**src/rtl/prefix_table_fifo_evict_unit_macros.svh**
```systemverilog
// Assertion macros used by the prefix table RTL.
`ifndef PREFIX_TABLE_FIFO_EVICT_UNIT_MACROS_SVH
`define PREFIX_TABLE_FIFO_EVICT_UNIT_MACROS_SVH

// The consequent must hold in the same cycle as the antecedent.
`define PTE_ASSERT_SAME(label, clk, rst_n, ante, cons, msg) \
	label: assert property (@(posedge clk) disable iff (!(rst_n)) (ante) |-> (cons)) \
		else $error(msg);

// The consequent must hold in the cycle after the antecedent.
`define PTE_ASSERT_NEXT(label, clk, rst_n, ante, cons, msg) \
	label: assert property (@(posedge clk) disable iff (!(rst_n)) (ante) |=> (cons)) \
		else $error(msg);

`endif

```
**src/rtl/pte_pkg.sv**
```systemverilog
`timescale 1ns / 1ps

package pte_pkg;

	localparam int PTE_TABLE_ENTRIES = 8;
	localparam int PTE_COUNT_OUT_W = 7;

	typedef enum logic [1:0] {
		ST_ADDED     = 2'd0,
		ST_DUPLICATE = 2'd1,
		ST_FOUND     = 2'd2,
		ST_NOT_FOUND = 2'd3
	} status_t;

	typedef enum logic {
		REQ_ADD    = 1'b0,
		REQ_LOOKUP = 1'b1
	} req_kind_t;

	typedef struct packed {
		logic        req_type;
		logic [63:0] prefix_key;
		logic [7:0]  dom_id;
		logic [15:0] border_router;
		logic        stable;
		logic        auto_pref;
		logic        auto_valid;
		logic        dhcp;
		logic        configure;
		logic        default_route;
		logic        preference;
	} req_t;

	typedef struct packed {
		status_t                      status;
		logic                         evicted;
		logic [PTE_COUNT_OUT_W-1:0]   entry_count_out;
		logic [7:0]                   found_dom_id;
		logic [15:0]                  found_border_router;
		logic                         found_stable;
		logic                         found_auto_pref;
		logic                         found_auto_valid;
		logic                         found_dhcp;
		logic                         found_configure;
		logic                         found_default_route;
		logic                         found_preference;
	} rsp_t;

	typedef struct packed {
		logic [15:0] border_router;
		logic [7:0]  dom_id;
		logic        preference;
		logic        default_route;
		logic        configure;
		logic        dhcp;
		logic        auto_valid;
		logic        auto_pref;
		logic        stable;
	} attr_t;

	typedef struct packed {
		logic        en;
		logic [63:0] key;
		attr_t       attr;
	} wr_t;

	function automatic attr_t req_to_attr(req_t r);
		attr_t a;
		a.border_router = r.border_router;
		a.dom_id        = r.dom_id;
		a.preference    = r.preference;
		a.default_route = r.default_route;
		a.configure     = r.configure;
		a.dhcp          = r.dhcp;
		a.auto_valid    = r.auto_valid;
		a.auto_pref     = r.auto_pref;
		a.stable        = r.stable;
		return a;
	endfunction

endpackage

```
**src/rtl/pte_if.sv**
```systemverilog
`timescale 1ns / 1ps

interface pte_req_if;
	import pte_pkg::*;

	logic valid;
	logic ready;
	req_t data;

	modport source (output valid, output data, input ready);
	modport sink (input valid, input data, output ready);
endinterface

interface pte_rsp_if;
	import pte_pkg::*;

	logic valid;
	logic ready;
	rsp_t data;

	modport source (output valid, output data, input ready);
	modport sink (input valid, input data, output ready);
endinterface

```
**src/rtl/pte_store.sv**
```systemverilog
`timescale 1ns / 1ps

module pte_store #(
	parameter int TABLE_ENTRIES = pte_pkg::PTE_TABLE_ENTRIES,
	parameter int SLOT_W = (TABLE_ENTRIES > 1) ? $clog2(TABLE_ENTRIES) : 1
) (
	input  logic                clk,
	input  pte_pkg::wr_t        wr,
	input  logic [SLOT_W-1:0]   wr_addr,
	input  logic [SLOT_W-1:0]   rd_addr,
	output logic [63:0]         rd_key,
	output pte_pkg::attr_t      rd_attr
);
	import pte_pkg::*;

	logic [63:0] key_mem [TABLE_ENTRIES];
	attr_t       attr_mem [TABLE_ENTRIES];

	always_ff @(posedge clk) begin
		if (wr.en) begin
			key_mem[wr_addr]  <= wr.key;
			attr_mem[wr_addr] <= wr.attr;
		end
	end

	always_ff @(posedge clk) begin
		rd_key  <= key_mem[rd_addr];
		rd_attr <= attr_mem[rd_addr];
	end

endmodule

```
**src/rtl/prefix_table_fifo_evict_unit.sv**
```systemverilog
`timescale 1ns / 1ps
// Channel  Dir  Beat contents
// req      in   one add or lookup request (req_t)
// rsp      out  one result per request (rsp_t)
//
// A request is accepted in S_IDLE; S_SCAN then reads the stored keys from the key
// memory, newest first, and compares each registered read key with the request key;
// S_FIN writes the memory for a new add and loads the result register once it is free.
// With a full table all TABLE_ENTRIES keys are scanned; a hit ends the scan early.
// arst_n clears the fill count and the newest-slot pointer; memory is not cleared.
// A stalled result holds in its register while the next request is scanned.
`include "prefix_table_fifo_evict_unit_macros.svh"

module prefix_table_fifo_evict_unit #(
	parameter int TABLE_ENTRIES = pte_pkg::PTE_TABLE_ENTRIES
) (
	input logic     clk,
	input logic     arst_n,
	pte_req_if.sink req,
	pte_rsp_if.source rsp
);
	import pte_pkg::*;

	localparam int SLOT_W = (TABLE_ENTRIES > 1) ? $clog2(TABLE_ENTRIES) : 1;
	localparam int CNT_W = $clog2(TABLE_ENTRIES + 1);
	localparam logic [SLOT_W-1:0] LAST_SLOT = SLOT_W'(TABLE_ENTRIES - 1);
	localparam logic [CNT_W-1:0] FULL_COUNT = CNT_W'(TABLE_ENTRIES);

	typedef enum logic [1:0] {
		S_IDLE,
		S_SCAN,
		S_FIN
	} fsm_t;

	fsm_t              state_q;
	logic [SLOT_W-1:0] newest_q;
	logic [CNT_W-1:0]  count_q;
	logic [SLOT_W-1:0] scan_slot_q;
	logic [CNT_W-1:0]  left_q;
	logic              vld_s1;
	req_t              req_q;
	logic              hit_q;
	attr_t             hit_attr_q;
	logic              rsp_valid_q;
	rsp_t              rsp_q;

	logic [63:0]       rd_key;
	attr_t             rd_attr;
	wr_t               wr;
	logic [SLOT_W-1:0] wr_slot;
	logic [SLOT_W-1:0] scan_prev;
	logic              rsp_free;
	logic              rsp_load;
	logic              full;
	logic [CNT_W-1:0]  count_next;
	rsp_t              rsp_next;
	attr_t             out_attr;
	logic              is_add;

	assign wr_slot   = (newest_q == LAST_SLOT) ? '0 : newest_q + SLOT_W'(1);
	assign scan_prev = (scan_slot_q == '0) ? LAST_SLOT : scan_slot_q - SLOT_W'(1);
	assign rsp_free  = !rsp_valid_q || rsp.ready;
	assign rsp_load  = (state_q == S_FIN) && rsp_free;
	assign full      = (count_q == FULL_COUNT);
	assign is_add    = (req_q.req_type == REQ_ADD);

	assign wr.en   = (state_q == S_FIN) && rsp_free && is_add && !hit_q;
	assign wr.key  = req_q.prefix_key;
	assign wr.attr = req_to_attr(req_q);

	always_comb begin
		count_next = count_q;
		out_attr   = '0;
		rsp_next   = '0;
		if (is_add) begin
			if (hit_q) begin
				rsp_next.status = ST_DUPLICATE;
			end else begin
				rsp_next.status  = ST_ADDED;
				rsp_next.evicted = full;
				out_attr         = req_to_attr(req_q);
				if (!full) begin
					count_next = count_q + CNT_W'(1);
				end
			end
		end else begin
			if (hit_q) begin
				rsp_next.status = ST_FOUND;
				out_attr        = hit_attr_q;
			end else begin
				rsp_next.status = ST_NOT_FOUND;
			end
		end
		rsp_next.entry_count_out     = PTE_COUNT_OUT_W'(count_next);
		rsp_next.found_dom_id        = out_attr.dom_id;
		rsp_next.found_border_router = out_attr.border_router;
		rsp_next.found_stable        = out_attr.stable;
		rsp_next.found_auto_pref     = out_attr.auto_pref;
		rsp_next.found_auto_valid    = out_attr.auto_valid;
		rsp_next.found_dhcp          = out_attr.dhcp;
		rsp_next.found_configure     = out_attr.configure;
		rsp_next.found_default_route = out_attr.default_route;
		rsp_next.found_preference    = out_attr.preference;
	end

	pte_store #(
		.TABLE_ENTRIES(TABLE_ENTRIES),
		.SLOT_W(SLOT_W)
	) u_store (
		.clk(clk),
		.wr(wr),
		.wr_addr(wr_slot),
		.rd_addr(scan_slot_q),
		.rd_key(rd_key),
		.rd_attr(rd_attr)
	);

	always_ff @(posedge clk or negedge arst_n) begin
		if (!arst_n) begin
			state_q     <= S_IDLE;
			newest_q    <= '0;
			count_q     <= '0;
			scan_slot_q <= '0;
			left_q      <= '0;
			vld_s1      <= 1'b0;
			req_q       <= '0;
			hit_q       <= 1'b0;
			hit_attr_q  <= '0;
			rsp_valid_q <= 1'b0;
			rsp_q       <= '0;
		end else begin
			if (rsp_load) begin
				rsp_valid_q <= 1'b1;
			end else if (rsp.ready) begin
				rsp_valid_q <= 1'b0;
			end
			case (state_q)
				S_IDLE: begin
					vld_s1 <= 1'b0;
					if (req.valid) begin
						req_q       <= req.data;
						scan_slot_q <= newest_q;
						left_q      <= count_q;
						hit_q       <= 1'b0;
						state_q     <= S_SCAN;
					end
				end
				S_SCAN: begin
					if (left_q != '0) begin
						vld_s1      <= 1'b1;
						left_q      <= left_q - CNT_W'(1);
						scan_slot_q <= scan_prev;
					end else begin
						vld_s1 <= 1'b0;
					end
					if (vld_s1 && rd_key == req_q.prefix_key) begin
						hit_q      <= 1'b1;
						hit_attr_q <= rd_attr;
						state_q    <= S_FIN;
					end else if (left_q == '0) begin
						state_q <= S_FIN;
					end
				end
				S_FIN: begin
					vld_s1 <= 1'b0;
					if (rsp_free) begin
						rsp_q   <= rsp_next;
						count_q <= count_next;
						if (wr.en) begin
							newest_q <= wr_slot;
						end
						state_q <= S_IDLE;
					end
				end
				default: begin
					state_q <= S_IDLE;
				end
			endcase
		end
	end

	assign req.ready = (state_q == S_IDLE);
	assign rsp.valid = rsp_valid_q;
	assign rsp.data  = rsp_q;

	`PTE_ASSERT_SAME(a_count_bound, clk, arst_n, 1'b1, count_q <= FULL_COUNT,
		"entry count exceeds table size")
	`PTE_ASSERT_SAME(a_evict_full, clk, arst_n, rsp.valid && rsp.data.evicted,
		rsp.data.status == ST_ADDED &&
		rsp.data.entry_count_out == PTE_COUNT_OUT_W'(TABLE_ENTRIES),
		"eviction reported without a full table add")
	`PTE_ASSERT_NEXT(a_busy_after_accept, clk, arst_n, req.valid && req.ready,
		!req.ready, "request accepted while a scan was starting")

endmodule

```
**src/flat_wrapper.sv**
```systemverilog
// flat-port wrapper written by rule: the top's interface ports become plain ports
module prefix_table_fifo_evict_unit_flat import pte_pkg::*;
#(
	parameter int TABLE_ENTRIES = pte_pkg::PTE_TABLE_ENTRIES
)
  (clk, arst_n, req_valid, req_data, req_ready, rsp_valid, rsp_data, rsp_ready);
  pte_req_if req_i ();
  pte_rsp_if rsp_i ();
  input logic clk;
  input logic arst_n;
  input wire logic [$bits(req_i.valid)-1:0] req_valid;
  input wire logic [$bits(req_i.data)-1:0] req_data;
  output wire logic [$bits(req_i.ready)-1:0] req_ready;
  output wire logic [$bits(rsp_i.valid)-1:0] rsp_valid;
  output wire logic [$bits(rsp_i.data)-1:0] rsp_data;
  input wire logic [$bits(rsp_i.ready)-1:0] rsp_ready;
  assign req_i.valid = req_valid;
  assign req_i.data = req_data;
  assign req_ready = req_i.ready;
  assign rsp_valid = rsp_i.valid;
  assign rsp_data = rsp_i.data;
  assign rsp_i.ready = rsp_ready;
  prefix_table_fifo_evict_unit #(.TABLE_ENTRIES(TABLE_ENTRIES)) u_core (.clk(clk), .arst_n(arst_n), .req(req_i), .rsp(rsp_i));
endmodule
```
**config.mk**
```make
export PLATFORM = sky130hd
export DESIGN_NAME = prefix_table_fifo_evict_unit_flat
export DESIGN_NICKNAME = d
export VERILOG_FILES = /design/src/rtl/pte_pkg.sv /design/src/rtl/pte_if.sv /design/src/rtl/pte_store.sv /design/src/rtl/prefix_table_fifo_evict_unit.sv /design/src/flat_wrapper.sv
export VERILOG_INCLUDE_DIRS = /design/src /design/src/rtl
export SDC_FILE = /design/constraint.sdc
export NUM_CORES = 1
export LEC_CHECK = 0
export BUFFER_PORTS_ARGS = -buffer_cell sky130_fd_sc_hd__clkbuf_2
export CORE_ASPECT_RATIO = 0.5
export CORE_MARGIN = 2
export CORE_UTILIZATION = 30
export CTS_CLUSTER_SIZE = 12
export DETAILED_ROUTE_END_ITERATION = 7
export GPL_TIMING_DRIVEN = 0
export PLACE_DENSITY = 0.51
export RECOVER_POWER = 50
export SLEW_MARGIN = 0
export SYNTH_ARGS = -nofsm -noshare
export SYNTH_HDL_FRONTEND = slang
export SYNTH_SLANG_ARGS = --single-unit
```
**constraint.sdc**
```tcl
create_clock -name clk -period 12.2 [get_ports clk]
set_input_delay 0.61 -clock clk [delete_from_list [all_inputs] [get_ports clk]]
set_output_delay 0.61 -clock clk [all_outputs]
set_load 0.02 [all_outputs]
```
# [Word-level counts from Yosys, hierarchy flattened]
# Memory sizes are Yosys's and may differ from the RTL's. A register that Yosys moved wholly into a read port is not among the register bits.
# Cells that the tools add are included.
[totals] reg_bits=180 output_inout_bits=43 ramBits=760 input_bits=100 mem_count=2 wordCells=111
[mem_list] memory="u_core.u_store.key_mem" words=8 width=64 rd=1 rd_clocked_by_memory_dff=1 write_ports=1 line="pte_store.sv:16" rtl="logic [63:0] key_mem [TABLE_ENTRIES];"
[mem_list] memory="u_core.u_store.attr_mem" words=8 width=31 rd=1 rd_clocked_by_memory_dff=1 write_ports=1 line="pte_store.sv:17" rtl="attr_t attr_mem [TABLE_ENTRIES];"
[op_classes] bitwise=3 n_addsub=4 n_mux=30 eq_ne=10 reduce_logical=23
[ops] operator="two-way mux 31 bit" count=3
[ops] operator="== test 64 bit" count=1
[ops] operator="two-way mux 3 bit" count=4
[ops] operator="AND reduction 3 bit" count=4
[ops] operator="two-way mux 1 bit" count=11
[ops] operator="two-way mux 2 bit" count=5
[ops] operator="two-way mux 4 bit" count=2
[ops] operator="case mux 4 bit (2 select lines)" count=1
[ops] operator="!= test 2 x 1 -> 1 bit (second input constant)" count=3
[ops] operator="case mux 2 bit (3 select lines)" count=1
[ops] operator="case mux 3 bit (2 select lines)" count=1
[ops] operator="AND reduction 2 bit" count=3
[ops] operator="nonzero test 2 bit" count=3
[ops] operator="AND reduction 5 bit" count=1
[ops] operator="adder 4 x 1 -> 4 bit (second input constant)" count=1
[ops] operator="== test 4 bit (second input constant)" count=1
[ops] operator="logical AND 1 bit" count=4
[ops] operator="zero test 4 bit" count=1
[ops] operator="case mux 1 bit (2 select lines)" count=2
[ops] operator="nonzero test 4 bit" count=1
[ops] operator="subtractor 4 x 1 -> 4 bit (second input constant)" count=1
[ops] operator="adder 3 x 1 -> 3 bit (second input constant)" count=1
[ops] operator="== test 3 bit (second input constant)" count=1
[ops] operator="zero test 3 bit" count=1
[ops] operator="other kinds (10)" count=13

# [Longest topological paths before layout]
# Gate-level depths: netlist of the first run.
[depth] word_depth=7 mapped_depth=9 depth_no_buf=8

# [Hierarchy]
# Synthesis of the first run repeated with hierarchy kept, for this count alone.
[hier_totals] hier_cells=2016 area_unflattened_um2=38343.0
[by_module_without_submodules] module="pte_store" cells_each=1206 seq_area_each_um2=24723.7 instances=1 area_per_inst_um2=30439.2
[by_module_without_submodules] module="prefix_table_fifo_evict_unit" cells_each=810 seq_area_each_um2=4504.3 instances=1 area_per_inst_um2=7903.8

# [Least setup slack after synthesis of the first run]
# OpenSTA, ideal clock, no wires.
[synth_timing] kind="input to register" start="input rsp_ready" end="memory u_core.u_store.attr_mem[6][0] in the netlist's numbering, enable pin" path_stages=6 setup_ps=666 slack_ps=3912 path_buffers=0 arrival_time_ps=7622 t_required_ps=11534 path_cell_list="nor2b_1 nor2_1 nand2_1 nor2_1 nand2_1 nor3_1"
[synth_via] elab_chain_cells=6
[synth_lines] item="from (decl)" line="flat_wrapper.sv:16" rtl="input wire logic [$bits(rsp_i.ready)-1:0] rsp_ready;"
[synth_lines] item="logical OR 1 bit" line="prefix_table_fifo_evict_unit.sv:62" rtl="assign rsp_free = !rsp_valid_q || rsp.ready;"
[synth_lines] item="logical AND 1 bit (3 in series)" line="prefix_table_fifo_evict_unit.sv:67" rtl="assign wr.en = (state_q == S_FIN) && rsp_free && is_add && !hit_q;"
[synth_lines] item="two-way mux 1 bit" line="pte_store.sv:20" rtl="if (wr.en) begin"
[synth_lines] item="two-way mux 1 bit (implied by the code)" line="pte_store.sv:22" rtl="attr_mem[wr_addr] <= wr.attr;"
[synth_lines] item="to (decl)" line="pte_store.sv:17"
# No other way between the ends.

==> results of run 1 <==
-- critical path: stages --
cell	delay, ns
dlygate4sd3_1	0.52
clkbuf_1	1.74
clkbuf_1	2.89
-- final cells by class --
| class | count | share of cell area |
|---|---|---|
| Clock inverter | 20 | 0.00364 |
| Inverter | 23 | 0.00190 |
| Multi-Input combinational cell | 1083 | 0.191 |
| Buffer | 108 | 0.0101 |
| Tap cell | 1692 | 0.0467 |
| Clock buffer | 174 | 0.0661 |
| Sequential cell | 1035 | 0.645 |
| Timing Repair Buffer | 209 | 0.0354 |
-- how the worst min path moves through the flow --
stage                                                  from                                to  slack, ns  cells past startpoint
after CTS                                      req_data[15]      u_core.req_q[15]$_DFFE_PN0P_       0.09                      3
final                                          req_data[15]      u_core.req_q[15]$_DFFE_PN0P_       0.14                      3
after floorplan                                      arst_n     u_core.count_q[0]$_DFFE_PN0P_       0.31                      0
after global routing                           req_data[13]      u_core.req_q[13]$_DFFE_PN0P_       0.12                      3
after global placement    u_core.u_store.rd_attr[5]$_DFF_P_  u_core.hit_attr_q[5]$_DFFE_PN0P_       0.44                      1
after detailed placement  u_core.u_store.rd_attr[5]$_DFF_P_  u_core.hit_attr_q[5]$_DFFE_PN0P_       0.45                      1
-- state kept, by name (all words and copies together), names as in the netlist --
register / count
u_core.u_store.key_mem: 512
u_core.u_store.attr_mem: 248
u_core.req_q: 96
u_core.u_store.rd_key: 64
u_core.rsp.data: 34
u_core.hit_attr_q: 31
u_core.u_store.rd_attr: 31
u_core.count_q: 4
u_core.left_q: 4
u_core.newest_q: 3
u_core.scan_slot_q: 3
u_core.state_q: 2
u_core.hit_q: 1
u_core.rsp.valid: 1
u_core.vld_s1: 1
-- kinds of logic (layout without fill, tap and decap cells) --
kind of cell,Yosys count,after routing,share of synthesized area
flops,1035,1035,0.761
simple gates,696,696,0.0726
mux,224,224,0.121
buf+inv,131,534,0.0142
compound gates,110,110,0.0185
xor+xnor,43,43,0.00981
fa+ha+maj,7,7,0.00228
other cells,1,3,0.0000977
-- through the flow --
stage                     instance area [sq um]  instances  setup slack [ns]
after floorplan                           38400       2249              3.91
after global placement                    41200       4080             -4.25
after detailed placement                  42200       4149              8.40
after CTS                                 45400       4344              8.38
after global routing                      45300       4344              5.21
final                                     45300       4344              6.19
-- layout by cell type, fill, tap and decap left out, drive strengths merged, types with 2 or more instances in the layout --
cell type	Yosys	layout
edfxtp	760	760
nand2	581	581
clkbuf	69	383
mux4	190	190
dfrtp	180	180
buf	39	107
dfxtp	95	95
nor2	46	46
a21oi	37	37
mux2	34	34
xnor2	32	32
a22oi	31	31
inv	22	25
o21ai	18	18
nand2b	17	17
clkinv	1	16
nor2b	14	14
xor2	11	11
nand4	10	10
nor4	10	10
nor3	8	8
ha	7	7
and2	6	6
o22ai	5	5
a2111o	4	4
o2111ai	4	4
o22a	3	3
conb	1	3
nand3	2	2
o31ai	2	2
bufinv	0	2
-- report_power, final --
| part | internal, W | switching [W] | total, W |
|---|---|---|---|
| clock | 0.00171 | 0.00130 | 0.00300 |
| sequential | 0.00471 | 0.000621 | 0.00533 |
| combinational | 0.00112 | 0.00174 | 0.00286 |
-- layer usage --
metal,routed length [um],up-vias,share of wire,GRT usage
li1,-,9021,-,-
met1,43400,10500,0.46,0.208
met2,42900,490,0.46,0.221
met3,6020,106,0.064,0.0317
met4,1760,0,0.019,0.0336
met5,0,-,0,0
-- what timing repair did --
item | 4_1_cts | 5_1_grt
endpoints found under the setup margin | 0 | 0
hold endpoints to repair | 31 | 0
hold buffers | 1 | 0
==> metrics.cfg, run 1 <==
[yosys]
ys_warn_count = 0
synth_common_cells = 760 x edfxtp_1, 581 x nand2_1, 190 x mux4_2
yosysTopAreaCellShare = 0.594
synth_edf_count = 760
yosys_most_used_dff = edfxtp_1
synthCells = 2247
synth_seq_cells = 1035
avgSynthCellArea_sq_um = 17.1
async_reset_ff_frac = 0.174
synthTopCellsByArea = edfxtp_1 59%, dfrtp_1 12%, mux4_2 11%
synth_cell_type_count = 43
seq_area_frac_synth = 0.761
synth_area_leader_cell = edfxtp_1
yosysMostFrequentCell = edfxtp_1
synth_area_sq_mm = 0.0384

[timing]
fmax_ghz = 0.166
tightest_slew_ns = 3.97
holdWs_ns = 0.139
finalClockSkew_ns = 0.0214
min_period_over_period = 0.493
hold_viol = 0
fin_crit_ns = 6.01
finalSetupTns_ns = 0
rsz0062_at_grt = false
slew_headroom = -1.65
setup_viol = 0
maxSlewViolCount = 108

[finish]
n_antenna_cell = 0
multiInputGateArea_sq_mm = 0.00868
drive_gt1_frac = 0.207
final_util = 0.358
fill_cells = 11900
final_nets = 2670
regArea_sq_mm = 0.0292
syn2layout_area_growth_pct = 18.1

[die]
ios = 143
die-area_sq_mm = 0.131
start_util = 0.304
die_h_um = 257
row_count = 92
core_area_sq_mm = 0.127
die_x_um = 510

[global_route]
grt_max_degree = 87
antenna_found_initial = 0
grt-ovfl-total = 0
grt_pass1_wl_um = 140000
grt_pass1_vias = 20800
grt_usage = 0.144

[worst_hold_path]
hp-class = in -> reg

[route]
vias = 20100
wl_per_cell_um = 21.7
wl_um = 94100
dr.pass1.iters = 5
final_antenna_net_count = 0
dr.first_iter.drc_count = 1679
drc = 0
viasPerCell = 4.64

[worst_setup_path]
cp-end-kind = async pin
reg2reg_slack_ns = 8.44
rr_worst_depth = 7
cp_data_required_time_ns = 12.04
worstSetupPathType = in -> async
start_kind = input port
endpoint = u_core.req_q[17]$_DFFE_PN0P_
arrival_ns = 5.85
path_max_fanout = 63
r2r-end = u_core.hit_attr_q[4]$_DFFE_PN0P_
startpoint = arst_n
reg2reg_from = u_core.req_q[42]$_DFFE_PN0P_

[placed_design]
portBuffers = 139
dp_hpwl_um = 62700
routabilityCongestion = 0.776

[pwr]
vdd_drop_max_mv = 0.138
powerDensity_mw_per_mm2 = 247
p_leak_nw = 16.3
finalPower_w = 0.0112

[clock_tree]
cts_tree = built
cts_max_level = 3
clock-sinks = 1035
post_cts.repair.setup_buffers = 0
cts_buffer_depth = 3
insertion_delay_ns = 0.65
numCtsBuffers = 103
clk_pin_slew_ns = 0.06
root_buffer = clkbuf_16
post_cts_resized = 0

[outcome]
failed_checks = max-capacitance violations, max-slew violations
status = finished with violations

[job]
maxCapViolCount = 3

Note: power is estimated with default switching activity, not from simulation.
==> run 2, diff against run 1 <==
--- a/config.mk
+++ b/config.mk
@@ -13,7 +13,7 @@
 export CTS_CLUSTER_SIZE = 12
 export DETAILED_ROUTE_END_ITERATION = 7
 export GPL_TIMING_DRIVEN = 0
-export PLACE_DENSITY = 0.51
+export PLACE_DENSITY = 0.52
 export RECOVER_POWER = 50
 export SLEW_MARGIN = 0
 export SYNTH_ARGS = -nofsm -noshare
==> constraint.sdc (replaced) <==
create_clock -name clk -period 5.4 [get_ports clk]
set_input_delay 0.27 -clock clk [delete_from_list [all_inputs] [get_ports clk]]
set_output_delay 0.27 -clock clk [all_outputs]
set_load 0.02 [all_outputs]
==> run 2 against run 1 <==
The run still ends with max-capacitance violations, max-slew violations left. Critical path depth is 4 higher. Die area stayed put. Design area grew 2.2%. Combinational power is 130% higher. Sequential share of layout area shrank 1.4 points. Setup slack worse by 4.7 ns. Final cell count is 2.2% higher. Wire length shrank 0.94%. Largest cell class unchanged. Hold slack better by 0.12 ns. Global-route usage fell by 0.20 points. Sequential power grew 130%. Clock power is 130% higher.
==> metrics.cfg, run 2 (synthesized netlist as in run 1, its figures left out) <==
[finish]
final_nets = 2763
syn2layout_area_growth_pct = 20.6
final_common_cell = edfxtp_1
drive_gt1_frac = 0.200
regArea_sq_mm = 0.0292
largest_register_ffs = 512
largest-register = u_core.u_store.key_mem
multiInputGateArea_sq_mm = 0.00868
fill_cells = 11800
largest_registers = u_core.u_store.key_mem (512), u_core.u_store.attr_mem (248), u_core.req_q (96)
layout.cells.non_filler = 4439
layout_common_cells = 760 x edfxtp_1, 581 x nand2_1, 190 x mux4_2

[worst_setup_path]
path_cells = xnor2_1, nand4_1, nor4_1, nand4_1, nor4_4, buf_6, mux2_2
crit_family = simple AND/OR/NAND/NOR gates
cp_data_required_time_ns = 5.93
cpMostUsedCell = nand4_1
path_max_fanout = 10
cp-end-kind = register
start_kind = register
arrival_ns = 4.44
slowest_delay_ns = 0.82
cp_slowest_cell = nor4_4
worstSetupPathType = reg -> reg
critPathBufInv = 1

[route]
wl_um = 93200
vias = 20500
wl_per_cell_um = 21.0
dr.first_iter.drc_count = 1732
viasPerCell = 4.61
drc = 0
dr.pass1.iters = 5
final_antenna_net_count = 0

[global_route]
grt_pass1_vias = 20900
grt_max_degree = 110
antenna_found_initial = 2
grt-ovfl-total = 0
grt_pass1_wl_um = 138000
grt_usage = 0.142

[clock_tree]
cts_buffer_depth = 3
numCtsBuffers = 102
post_cts_resized = 0
clock-sinks = 1035
cts_tree = built
clk_pin_slew_ns = 0.06
root_buffer = clkbuf_16
post_cts.repair.setup_buffers = 0
cts_max_level = 3
insertion_delay_ns = 0.66

[timing]
maxSlewViolCount = 110
fmax_ghz = 0.256
tightest_slew_ns = 2.82
finalClockSkew_ns = 0.0203
rsz0062_at_grt = false
hold_viol = 0
slew_headroom = -0.877
min_period_over_period = 0.724
setup_viol = 0
fin_crit_ns = 3.91
finalSetupTns_ns = 0

[die]
ios = 143
start_util = 0.304
row_count = 92
die-area_sq_mm = 0.131
die_h_um = 257
die_x_um = 510
core_area_sq_mm = 0.127

[job]
maxCapViolCount = 1

[placed_design]
portBuffers = 139
routabilityCongestion = 0.785
post-place-cells = 4146
dp_hpwl_um = 61300

[pwr]
power_frac_seq = 0.475
clkPwrFrac = 0.267
vdd_drop_max_mv = 0.234
pwr-share-comb = 0.257
p_int_w = 0.0171
p_leak_nw = 16.7
switching_power_w = 0.00823
switching_share = 0.325
powerDensity_mw_per_mm2 = 547

[worst_hold_path]
hp-class = in -> async

[outcome]
status = finished with violations
failed_checks = max-capacitance violations, max-slew violations

run 2: through the flow:
stage | hold slack [ns] | util | worst slack (ns) | power (W) | instance area [sq um]
final | 0.256 | 0.366 | 1.49 | 0.0253 | 46300
after global routing | 0.296 | 0.366 | 1.27 | 0.0267 | 46300
after global placement | 0.436 | 0.326 | -10.90 | 0.0187 | 41200
after detailed placement | 0.404 | 0.334 | 1.57 | 0.0188 | 42200
after CTS | 0.251 | 0.367 | 1.55 | 0.0257 | 46400
after floorplan | -0.0256 | - | -2.85 | 0.0159 | 38400
run 2: final cells by class:
class                           instances  area share
Clock buffer                          181      0.0671
Inverter                               23     0.00186
Sequential cell                      1035       0.631
Buffer                                108     0.00991
Tap cell                             1692      0.0457
Antenna cell                            2    0.000108
Clock inverter                         12     0.00165
Multi-Input combinational cell       1083       0.187
Timing Repair Buffer                  303      0.0554
run 2: path summary, 6_finish.rpt:
path | startpoint | endpoint | slack (ns) | depth (start not counted)
worst min register to register | u_core.u_store.rd_attr[5]$_DFF_P_ | u_core.hit_attr_q[5]$_DFFE_PN0P_ | 0.45 | 1
worst min-delay path | arst_n | u_core.req_q[51]$_DFFE_PN0P_ | 0.26 | 2
min in group clk | req_data[72] | u_core.req_q[72]$_DFFE_PN0P_ | 0.34 | 4
worst max register to register | u_core.req_q[87]$_DFFE_PN0P_ | u_core.hit_attr_q[1]$_DFFE_PN0P_ | 1.49 | 7
max in group asynchronous | arst_n | u_core.hit_attr_q[2]$_DFFE_PN0P_ | 1.86 | 3
worst max-delay path | u_core.req_q[87]$_DFFE_PN0P_ | u_core.hit_attr_q[1]$_DFFE_PN0P_ | 1.49 | 7
run 2: per-layer routing:
layer | up-vias | GRT usage | wire, um
li1 | 9186 | - | -
met1 | 10700 | 0.204 | 43300
met2 | 488 | 0.218 | 42600
met3 | 136 | 0.0284 | 4930
met4 | 0 | 0.0417 | 2330
met5 | - | 0 | 0
run 2: what timing repair did:
action                                 4_1_cts  5_1_grt
setup endpoints to repair                    0        0
endpoints found under the hold margin      169        0
hold buffers                                98        0
run 2: power groups by stage:
stage          Clock (W)  Sequential (W)  Combinational (W)
2_1_floorplan          0          0.0118            0.00410
3_3_place_gp           0          0.0123            0.00640
3_5_place_dp           0          0.0122            0.00660
4_1_cts          0.00695          0.0121            0.00669
5_1_grt          0.00728          0.0123            0.00716
6_report         0.00678          0.0120            0.00651
run 2: worst register-to-register path, delay by kind of cell (launching register included):
kind | cells | cell delay (ns)
buffers and inverters | 1 | 0.28
and+or+nand+nor | 4 | 2.22
xor gates and xnor gates | 1 | 0.44
DFF | 1 | 0.50
muxes | 1 | 0.36
